===== config.mk =====
export PLATFORM = sky130hd
export DESIGN_NAME = biquad_cascade_bandpass_filter_core_flat
export DESIGN_NICKNAME = d
export VERILOG_FILES = /design/src/sv/bqc_pkg.sv /design/src/sv/bqc_if.sv /design/src/sv/bqc_delay_mem.sv /design/src/sv/bqc_seq.sv /design/src/sv/biquad_cascade_bandpass_filter_core.sv /design/src/flat_wrapper.sv
export SDC_FILE = /design/constraint.sdc
export NUM_CORES = 2
export LEC_CHECK = 0
export BUFFER_PORTS_ARGS = -buffer_cell sky130_fd_sc_hd__buf_2
export CAP_MARGIN = 20
export CORE_ASPECT_RATIO = 1.5
export CORE_UTILIZATION = 39
export CTS_CLUSTER_SIZE = 24
export DETAILED_ROUTE_END_ITERATION = 8
export GPL_TIMING_DRIVEN = 0
export PLACE_DENSITY = 0.58
export SYNTH_ARGS = -nofsm -noshare
export SYNTH_HDL_FRONTEND = slang
export SYNTH_SLANG_ARGS = --single-unit

===== constraint.sdc =====
create_clock -name clk -period 21.3 [get_ports clk]
set_clock_uncertainty 0.2 [all_clocks]
set_input_delay 1.065 -clock clk [delete_from_list [all_inputs] [get_ports clk]]
set_output_delay 1.065 -clock clk [all_outputs]
set_load 0.05 [all_outputs]

===== src/sv/bqc_pkg.sv =====
// Package: widths, register map, control types and arithmetic helpers for the biquad cascade.
package bqc_pkg;

  localparam int SECTIONS  = 3;
  localparam int STATE_W   = 32;
  localparam int SAMPLE_W  = 12;
  localparam int FRAC_W    = 12;
  localparam int COEF_W    = 16;
  localparam int REG_COUNT = 8;
  localparam int REG_IDX_W = $clog2(REG_COUNT);
  localparam int SEC_W     = (SECTIONS > 1) ? $clog2(SECTIONS) : 1;
  localparam int PROD_W    = STATE_W + COEF_W + 1;
  localparam int ACC_W     = STATE_W + 19;
  localparam int ROUND_SH  = 16;
  localparam int W0_W      = ACC_W - ROUND_SH;
  localparam int DIFF_W    = STATE_W + 1;
  localparam int DAC_MAX   = (1 << SAMPLE_W) - 1;

  typedef logic signed [STATE_W-1:0] state_t;
  typedef logic signed [ACC_W-1:0]   acc_t;
  typedef logic signed [PROD_W-1:0]  prod_t;
  typedef logic signed [W0_W-1:0]    w0_wide_t;
  typedef logic signed [DIFF_W-1:0]  diff_t;
  typedef logic [COEF_W-1:0]         coef_t;
  typedef logic [REG_IDX_W-1:0]      reg_idx_t;
  typedef logic [SEC_W-1:0]          sec_t;
  typedef logic [SAMPLE_W-1:0]       sample_t;

  localparam acc_t ACC_HALF = acc_t'(1) <<< (ROUND_SH - 1);

  typedef enum logic [REG_IDX_W-1:0] {
    REG_A1_FIRST,
    REG_A2_FIRST,
    REG_A1_SECOND,
    REG_A2_SECOND,
    REG_A1_THIRD,
    REG_A2_THIRD,
    REG_GAIN_FIRST_TWO,
    REG_GAIN_THIRD
  } reg_idx_e;

  typedef enum logic [1:0] {
    COEF_GAIN,
    COEF_A1,
    COEF_A2
  } coef_kind_e;

  typedef enum logic [2:0] {
    ST_IDLE,
    ST_MUL_G,
    ST_MUL_A1,
    ST_MUL_A2,
    ST_SUM,
    ST_WB,
    ST_DONE
  } seq_state_t;

  typedef struct packed {
    logic start;
    logic mul_g;
    logic mul_a1;
    logic mul_a2;
    logic sum;
    logic wb;
    logic emit;
    logic last;
    sec_t sec;
  } bqc_ctl_t;

  typedef struct packed {
    state_t w1;
    state_t w2;
  } delay_row_t;

  function automatic coef_t reg_reset(reg_idx_t idx);
    coef_t v;
    unique case (reg_idx_e'(idx))
      REG_A1_FIRST:       v = coef_t'(-29606);
      REG_A2_FIRST:       v = coef_t'(15620);
      REG_A1_SECOND:      v = coef_t'(-31384);
      REG_A2_SECOND:      v = coef_t'(15906);
      REG_A1_THIRD:       v = coef_t'(-30090);
      REG_A2_THIRD:       v = coef_t'(15157);
      REG_GAIN_FIRST_TWO: v = coef_t'(5031);
      REG_GAIN_THIRD:     v = coef_t'(2453);
      default:            v = '0;
    endcase
    return v;
  endfunction

  // sections past the third reuse the third section's coefficient set
  function automatic reg_idx_t coef_index(sec_t sec, coef_kind_e kind);
    int set_i;
    reg_idx_t idx;
    set_i = (int'(sec) < 3) ? int'(sec) : 2;
    unique case (kind)
      COEF_GAIN: idx = (int'(sec) < 2) ? reg_idx_t'(REG_GAIN_FIRST_TWO)
                                       : reg_idx_t'(REG_GAIN_THIRD);
      COEF_A1:   idx = reg_idx_t'(2 * set_i);
      COEF_A2:   idx = reg_idx_t'(2 * set_i + 1);
      default:   idx = reg_idx_t'(REG_GAIN_THIRD);
    endcase
    return idx;
  endfunction

  function automatic logic ovf_w0(w0_wide_t v);
    return !((&v[W0_W-1:STATE_W-1]) || (~|v[W0_W-1:STATE_W-1]));
  endfunction

  function automatic state_t sat_w0(w0_wide_t v);
    state_t r;
    if (!ovf_w0(v)) begin
      r = v[STATE_W-1:0];
    end else if (v[W0_W-1]) begin
      r = {1'b1, {(STATE_W-1){1'b0}}};
    end else begin
      r = {1'b0, {(STATE_W-1){1'b1}}};
    end
    return r;
  endfunction

  function automatic logic ovf_diff(diff_t v);
    return v[DIFF_W-1] != v[DIFF_W-2];
  endfunction

  function automatic state_t sat_diff(diff_t v);
    state_t r;
    if (!ovf_diff(v)) begin
      r = v[STATE_W-1:0];
    end else if (v[DIFF_W-1]) begin
      r = {1'b1, {(STATE_W-1){1'b0}}};
    end else begin
      r = {1'b0, {(STATE_W-1){1'b1}}};
    end
    return r;
  endfunction

endpackage


===== src/sv/bqc_if.sv =====
// Interfaces: sample input channel and filtered output channel with valid/ready.
interface bqc_in_if import bqc_pkg::*; ();
  logic    valid;
  logic    ready;
  sample_t adc_sample;

  modport source (output valid, output adc_sample, input ready);
  modport sink (input valid, input adc_sample, output ready);
endinterface

interface bqc_out_if import bqc_pkg::*; ();
  logic    valid;
  logic    ready;
  sample_t dac_code;
  logic    clipped;

  modport source (output valid, output dac_code, output clipped, input ready);
  modport sink (input valid, input dac_code, input clipped, output ready);
endinterface


===== src/sv/bqc_delay_mem.sv =====
// Delay-pair memory: one row of w1/w2 per section, registered read, zero until written.
module bqc_delay_mem import bqc_pkg::*; (
  input  logic       clk,
  input  logic       rst_n,
  input  logic       rd_en,
  input  sec_t       rd_addr,
  output delay_row_t rd_data,
  input  logic       wr_en,
  input  sec_t       wr_addr,
  input  delay_row_t wr_data
);

  delay_row_t            mem [SECTIONS];
  logic [SECTIONS-1:0]   row_valid_r;
  delay_row_t            rd_row_r;
  logic                  rd_valid_r;

  always_ff @(posedge clk) begin
    if (wr_en) begin
      mem[wr_addr] <= wr_data;
    end
    if (rd_en) begin
      rd_row_r <= mem[rd_addr];
    end
  end

  always_ff @(posedge clk) begin
    if (!rst_n) begin
      row_valid_r <= '0;
      rd_valid_r  <= 1'b0;
    end else begin
      if (wr_en) begin
        row_valid_r[wr_addr] <= 1'b1;
      end
      if (rd_en) begin
        rd_valid_r <= row_valid_r[rd_addr];
      end
    end
  end

  assign rd_data = rd_valid_r ? rd_row_r : '0;

endmodule


===== src/sv/bqc_seq.sv =====
// Sequencer: steps each sample through the sections, three multiplies, a sum and a write-back per section.
module bqc_seq import bqc_pkg::*; (
  input  logic     clk,
  input  logic     rst_n,
  input  logic     in_valid,
  input  logic     out_free,
  output logic     in_ready,
  output bqc_ctl_t ctl
);

  seq_state_t state_r, state_nxt;
  sec_t       sec_r, sec_nxt;
  logic       last;

  assign last = (sec_r == sec_t'(SECTIONS - 1));

  always_ff @(posedge clk) begin
    if (!rst_n) begin
      state_r <= ST_IDLE;
      sec_r   <= '0;
    end else begin
      state_r <= state_nxt;
      sec_r   <= sec_nxt;
    end
  end

  always_comb begin
    state_nxt = state_r;
    sec_nxt   = sec_r;
    unique case (state_r)
      ST_IDLE: begin
        if (in_valid) begin
          state_nxt = ST_MUL_G;
          sec_nxt   = '0;
        end
      end
      ST_MUL_G:  state_nxt = ST_MUL_A1;
      ST_MUL_A1: state_nxt = ST_MUL_A2;
      ST_MUL_A2: state_nxt = ST_SUM;
      ST_SUM:    state_nxt = ST_WB;
      ST_WB: begin
        if (last) begin
          state_nxt = ST_DONE;
        end else begin
          state_nxt = ST_MUL_G;
          sec_nxt   = sec_t'(sec_r + 1'b1);
        end
      end
      ST_DONE: begin
        if (out_free) begin
          state_nxt = ST_IDLE;
        end
      end
      default: state_nxt = ST_IDLE;
    endcase
  end

  always_comb begin
    in_ready   = 1'b0;
    ctl        = '0;
    ctl.sec    = sec_r;
    ctl.last   = last;
    unique case (state_r)
      ST_IDLE: begin
        in_ready  = 1'b1;
        ctl.start = in_valid;
      end
      ST_MUL_G:  ctl.mul_g  = 1'b1;
      ST_MUL_A1: ctl.mul_a1 = 1'b1;
      ST_MUL_A2: ctl.mul_a2 = 1'b1;
      ST_SUM:    ctl.sum    = 1'b1;
      ST_WB:     ctl.wb     = 1'b1;
      ST_DONE:   ctl.emit   = out_free;
      default:   in_ready   = 1'b0;
    endcase
  end

endmodule


===== src/sv/biquad_cascade_bandpass_filter_core.sv =====
// Top level: three-section direct-form-II band-pass biquad cascade on 12-bit samples.
// One sample is processed at a time; each section runs three passes through the shared 17x32
// multiplier, a sum, and a write-back of its delay memory row.
// Reset: coefficients and gains return to defaults, all section delays read as zero,
// the output register empties. A waiting result does not block the next input transaction.
module biquad_cascade_bandpass_filter_core import bqc_pkg::*; (
  input  logic         clk,
  input  logic         rst_n,
  bqc_in_if.sink       in_ch,
  bqc_out_if.source    out_ch,
  input  logic         cfg_we,
  input  reg_idx_t     cfg_addr,
  input  coef_t        cfg_wdata
);

  bqc_ctl_t   ctl;
  logic       in_ready;
  logic       out_free;

  coef_t      cfg_r [REG_COUNT];
  coef_kind_e coef_kind;
  coef_t      coef;
  logic signed [COEF_W:0] op_a;
  state_t     op_b;
  prod_t      prod_full;
  prod_t      prod_r;
  acc_t       prod_ext;
  acc_t       acc_r;
  acc_t       acc_fin;
  w0_wide_t   w0_wide;
  state_t     w0_r;
  state_t     w1_r;
  state_t     w2_r;
  state_t     x_r;
  diff_t      y_diff;
  state_t     y_sat;
  logic       clip_r;

  state_t     code_full;
  logic       code_neg;
  logic       code_big;
  sample_t    code;

  logic       rd_en;
  sec_t       rd_addr;
  delay_row_t rd_data;
  delay_row_t wr_data;

  logic       out_valid_r;
  sample_t    out_code_r;
  logic       out_clip_r;

  bqc_seq u_seq (
    .clk      (clk),
    .rst_n    (rst_n),
    .in_valid (in_ch.valid),
    .out_free (out_free),
    .in_ready (in_ready),
    .ctl      (ctl)
  );

  assign in_ch.ready = in_ready;
  assign out_free    = !out_valid_r || out_ch.ready;

  always_ff @(posedge clk) begin
    if (!rst_n) begin
      for (int i = 0; i < REG_COUNT; i++) begin
        cfg_r[i] <= reg_reset(reg_idx_t'(i));
      end
    end else if (cfg_we) begin
      cfg_r[cfg_addr] <= cfg_wdata;
    end
  end

  assign rd_en   = ctl.start || (ctl.wb && !ctl.last);
  assign rd_addr = ctl.start ? '0 : sec_t'(ctl.sec + 1'b1);
  assign wr_data = '{w1: w0_r, w2: w1_r};

  bqc_delay_mem u_mem (
    .clk     (clk),
    .rst_n   (rst_n),
    .rd_en   (rd_en),
    .rd_addr (rd_addr),
    .rd_data (rd_data),
    .wr_en   (ctl.wb),
    .wr_addr (ctl.sec),
    .wr_data (wr_data)
  );

  always_comb begin
    if (ctl.mul_g) begin
      coef_kind = COEF_GAIN;
    end else if (ctl.mul_a1) begin
      coef_kind = COEF_A1;
    end else begin
      coef_kind = COEF_A2;
    end
  end

  assign coef = cfg_r[coef_index(ctl.sec, coef_kind)];
  assign op_a = ctl.mul_g ? {1'b0, coef} : {coef[COEF_W-1], coef};
  assign op_b = ctl.mul_g ? x_r : (ctl.mul_a1 ? w1_r : w2_r);

  assign prod_full = prod_t'(op_a) * prod_t'(op_b);
  assign prod_ext  = acc_t'(prod_r);
  assign acc_fin   = acc_r - (prod_ext <<< 2);
  assign w0_wide   = acc_fin[ACC_W-1:ROUND_SH];
  assign y_diff    = diff_t'(w0_r) - diff_t'(w2_r);
  assign y_sat     = sat_diff(y_diff);

  always_ff @(posedge clk) begin
    if (ctl.mul_g || ctl.mul_a1 || ctl.mul_a2) begin
      prod_r <= prod_full;
    end
    if (ctl.mul_g) begin
      w1_r <= rd_data.w1;
      w2_r <= rd_data.w2;
    end
    if (ctl.mul_a1) begin
      acc_r <= prod_ext + ACC_HALF;
    end else if (ctl.mul_a2) begin
      acc_r <= acc_fin;
    end
    if (ctl.sum) begin
      w0_r <= sat_w0(w0_wide);
    end
    if (ctl.start) begin
      x_r <= state_t'({in_ch.adc_sample, {FRAC_W{1'b0}}});
    end else if (ctl.wb) begin
      x_r <= y_sat;
    end
  end

  always_ff @(posedge clk) begin
    if (!rst_n) begin
      clip_r <= 1'b0;
    end else if (ctl.start) begin
      clip_r <= 1'b0;
    end else if (ctl.sum) begin
      clip_r <= clip_r || ovf_w0(w0_wide);
    end else if (ctl.wb) begin
      clip_r <= clip_r || ovf_diff(y_diff);
    end
  end

  assign code_full = x_r >>> FRAC_W;
  assign code_neg  = code_full < 0;
  assign code_big  = code_full > state_t'(DAC_MAX);

  always_comb begin
    if (code_neg) begin
      code = '0;
    end else if (code_big) begin
      code = sample_t'(DAC_MAX);
    end else begin
      code = code_full[SAMPLE_W-1:0];
    end
  end

  always_ff @(posedge clk) begin
    if (!rst_n) begin
      out_valid_r <= 1'b0;
    end else if (ctl.emit) begin
      out_valid_r <= 1'b1;
    end else if (out_ch.ready) begin
      out_valid_r <= 1'b0;
    end
  end

  always_ff @(posedge clk) begin
    if (ctl.emit) begin
      out_code_r <= code;
      out_clip_r <= clip_r || code_neg || code_big;
    end
  end

  assign out_ch.valid    = out_valid_r;
  assign out_ch.dac_code = out_code_r;
  assign out_ch.clipped  = out_clip_r;

endmodule


===== src/flat_wrapper.sv =====
// flat-port wrapper written by rule: the top's interface ports become plain ports
module biquad_cascade_bandpass_filter_core_flat import bqc_pkg::*;
  (clk, rst_n, cfg_we, cfg_addr, cfg_wdata, in_ch_valid, in_ch_adc_sample, in_ch_ready, out_ch_valid, out_ch_dac_code, out_ch_clipped, out_ch_ready);
  bqc_in_if in_ch_i ();
  bqc_out_if out_ch_i ();
  input  logic clk;
  input  logic rst_n;
  input  logic cfg_we;
  input  reg_idx_t cfg_addr;
  input  coef_t cfg_wdata;
  input wire logic [$bits(in_ch_i.valid)-1:0] in_ch_valid;
  input wire logic [$bits(in_ch_i.adc_sample)-1:0] in_ch_adc_sample;
  output wire logic [$bits(in_ch_i.ready)-1:0] in_ch_ready;
  output wire logic [$bits(out_ch_i.valid)-1:0] out_ch_valid;
  output wire logic [$bits(out_ch_i.dac_code)-1:0] out_ch_dac_code;
  output wire logic [$bits(out_ch_i.clipped)-1:0] out_ch_clipped;
  input wire logic [$bits(out_ch_i.ready)-1:0] out_ch_ready;
  assign in_ch_i.valid = in_ch_valid;
  assign in_ch_i.adc_sample = in_ch_adc_sample;
  assign in_ch_ready = in_ch_i.ready;
  assign out_ch_valid = out_ch_i.valid;
  assign out_ch_dac_code = out_ch_i.dac_code;
  assign out_ch_clipped = out_ch_i.clipped;
  assign out_ch_i.ready = out_ch_ready;
  biquad_cascade_bandpass_filter_core u_core (.clk(clk), .rst_n(rst_n), .in_ch(in_ch_i), .out_ch(out_ch_i), .cfg_we(cfg_we), .cfg_addr(cfg_addr), .cfg_wdata(cfg_wdata));
endmodule

==> metrics <==
number of max-cap violations 0; largest cells by area after synthesis edfxtp_1 (37%), fa_1 (21%), inv_1 (5.4%), ha_1 (5.1%), nand2_1 (3.9%); worst hold path startpoint u_core.u_mem.row_valid_r[2]; final-layout setup total negative slack 0 ns; Setup Crit Path Kind reg2reg; PortBufs 50; pin count of the biggest net entering global routing 51; Critical Path Fanout Max 23; dominant synthesized flop cell edfxtp_1; average size of a mapped cell 10.6 um2; cell with the most instances after synthesis inv_1; library cells used by synthesis 93; share of layout cells above drive strength 1 7.58%; Mapped Nets 5395; Routed Antenna Nets 0; Final Hold Fails 0; Post-Route Utilization 43.3%; total track usage 24.1%; total I/O pin count 51; Worst EP required 21.48 ns; synthesis warning total 0; # setup viols final 0; FF/Latch Area 0.0187 mm2; initial core utilization 39.3%; path category of the worst min-delay check reg2reg; global-route wire length before repair 225 mm; Synth-to-Final Area Change 10.2%; multi-input combinational cell area 0.0270 mm2; Routed wire per std cell 23.5 um; setup slack of the worst register-to-register path 9.93 ns; post-detailed-routing wire length 152 mm; biggest area consumer among synthesized cells edfxtp_1; clock slew at the register clock pins of the worst setup and hold paths 0.06 ns; die area 0.128 mm2; Fmax achieved 88.0 MHz; cells after synthesis 4635; number of flops mapped to enable cells by yosys 603; standard-cell row count 159; number of global-route vias before repair 36200; sequential cell area fraction in the yosys report 38.1%; Post-CTS Hold Fix Bufs 0; RD Place Congestion 0.988; status completed; combined area of all synthesized cells 0.0492 mm2; worst slew pin tran 1.31 ns; gr ovfl total 0; time the worst path needs with I/O delays and setup 11.37 ns; worst-case clock buffer depth 3; Skew-Pair Late Insertion Delay 0.68 ns; setup repair after global routing missed its margin no; start of the worst register-to-register path u_core.u_seq.state_r[1]; element type at the critical path start flip-flop; placed wire-length estimate 126 mm; Fin Hold WS 0.267 ns; Worst setup EP type flip-flop; DRT iter0 DRCs 2095; Synth top area share 36.8%; quantity of gates resized following cts 0; core box area 0.125 mm2; clock tree from TritonCTS done; number of nets in the layout 5544; cell at the root of the clock tree clkbuf_16; cell occurring most often along the worst timing path fa_1; DRC violation count after routing 0; post-CTS setup-driven buffer insertion count 0; die height 437 um; antenna violations before repair 0; number of pins with negative max-slew slack in the final report 0; total number of vias 34300; Via-to-Cell Ratio 5.32; number of CTS-inserted buffers 68; filler cell count in the final layout 11900; CTS H-Tree Depth 3; list of most frequent post-synthesis cells inv_1 (701), edfxtp_1 (603), fa_1 (523); biggest cell delay along the critical path 0.71 ns; CP Launch Point u_core.u_seq.state_r[1]; # clock sinks 634; Rel. slew slack 12.3%; TritonRoute pass-1 iters 5; die extent in x 292 um; worst path arrival time 11.55 ns; cell with the largest stage delay on the worst path nor2b_4; number of storage elements in the synthesis netlist 634; part of the cycle the worst path needs 53.4%; share of flip-flops with an asynchronous set or reset 0%
-- layout make-up --
| type | count | area share [%] |
|---|---|---|
| Antenna cell | 2 | 0.00924 |
| Buffer | 212 | 1.65 |
| Clock buffer | 81 | 3.25 |
| Clock inverter | 44 | 0.988 |
| Inverter | 702 | 4.87 |
| Multi-Input combinational cell | 3087 | 49.8 |
| Sequential cell | 634 | 34.6 |
| Tap cell | 1610 | 3.72 |
| Timing Repair Buffer | 79 | 1.18 |
-- cells by family after synthesis --
logic type	after synthesis	share of synthesized area, %
buffers and inverters	914	7.17
xor gates and xnor gates	145	2.60
adders and majority gates	735	26.7
AOI/OAI and AO/OA	656	8.44
DFF	634	38.1
muxes	123	3.35
and+or+nand+nor	1428	13.7
-- worst max-delay path, delay by kind of cell (launching register included) --
| kind | cells | cell delay, ns |
|---|---|---|
| AOI/OAI and AO/OA | 5 | 1.62 |
| muxes | 2 | 1.23 |
| and+or+nand+nor | 8 | 2.55 |
| adders and majority gates | 7 | 3.55 |
| buffers and inverters | 6 | 1.61 |
| DFF | 1 | 0.30 |
-- layer usage --
layer	global-route usage [%]	share of wire, %
met1	25.3	35
met2	44.0	52
met4	17.9	8.5
met5	0	0
met3	2.63	4.1
-- registers in the layout, summed over array words and instances, names as in the netlist, 49 cells and up --
register / cells
u_core.acc_r: 49
u_core.cfg_r: 128
u_core.prod_r: 49
u_core.u_mem.mem: 192
u_core.u_mem.rd_row_r: 64
-- final timing paths --
| path | to | cells past startpoint |
|---|---|---|
| worst max-delay path | u_core.prod_r[48] | 28 |
| worst min-delay path | u_core.u_mem.row_valid_r[2] | 1 |
| worst max register to register | u_core.prod_r[48] | 28 |
| worst min register to register | u_core.u_mem.row_valid_r[2] | 1 |
-- layout by cell type (no fill, tap or decap), types with 10 or more instances in the layout --
| cell type | count |
|---|---|
| inv_1 | 700 |
| edfxtp_1 | 603 |
| fa_1 | 523 |
| nand2_1 | 508 |
| nor2_1 | 357 |
| ha_1 | 201 |
| o21ai_0 | 181 |
| and2_1 | 176 |
| a21oi_1 | 174 |
| clkbuf_1 | 145 |
| buf_2 | 103 |
| xnor2_1 | 97 |
| mux2i_1 | 79 |
| a21o_1 | 74 |
| clkbuf_16 | 68 |
| or3_1 | 63 |
| nor2b_1 | 54 |
| nand2b_1 | 51 |
| xor2_1 | 47 |
| nand3_1 | 44 |
| a211oi_1 | 41 |
| nor3_1 | 37 |
| or2_2 | 33 |
| mux4_2 | 32 |
| dfxtp_1 | 31 |
| and3_1 | 27 |
| nand4_1 | 26 |
| buf_1 | 23 |
| o21a_1 | 22 |
| o21ai_1 | 18 |
| a31oi_1 | 17 |
| o211ai_1 | 14 |
| mux2_2 | 12 |
| buf_4 | 12 |
| clkinv_1 | 11 |
| o31ai_1 | 10 |
-- metrics by stage --
| stage | instance area (um2) | std cells | setup slack (ns) |
|---|---|---|---|
| detailed placement | 51900 | 6323 | 9.77 |
| global placement | 51400 | 6295 | 6.10 |
| global route | 54200 | 6449 | 9.37 |
| finish | 54200 | 6451 | 9.93 |
| floorplan | 49200 | 4635 | 10.41 |
| CTS | 54200 | 6448 | 9.71 |
Power is not shown: default switching activity piles up to over one toggle a cycle in this logic, so the estimate is an artifact.
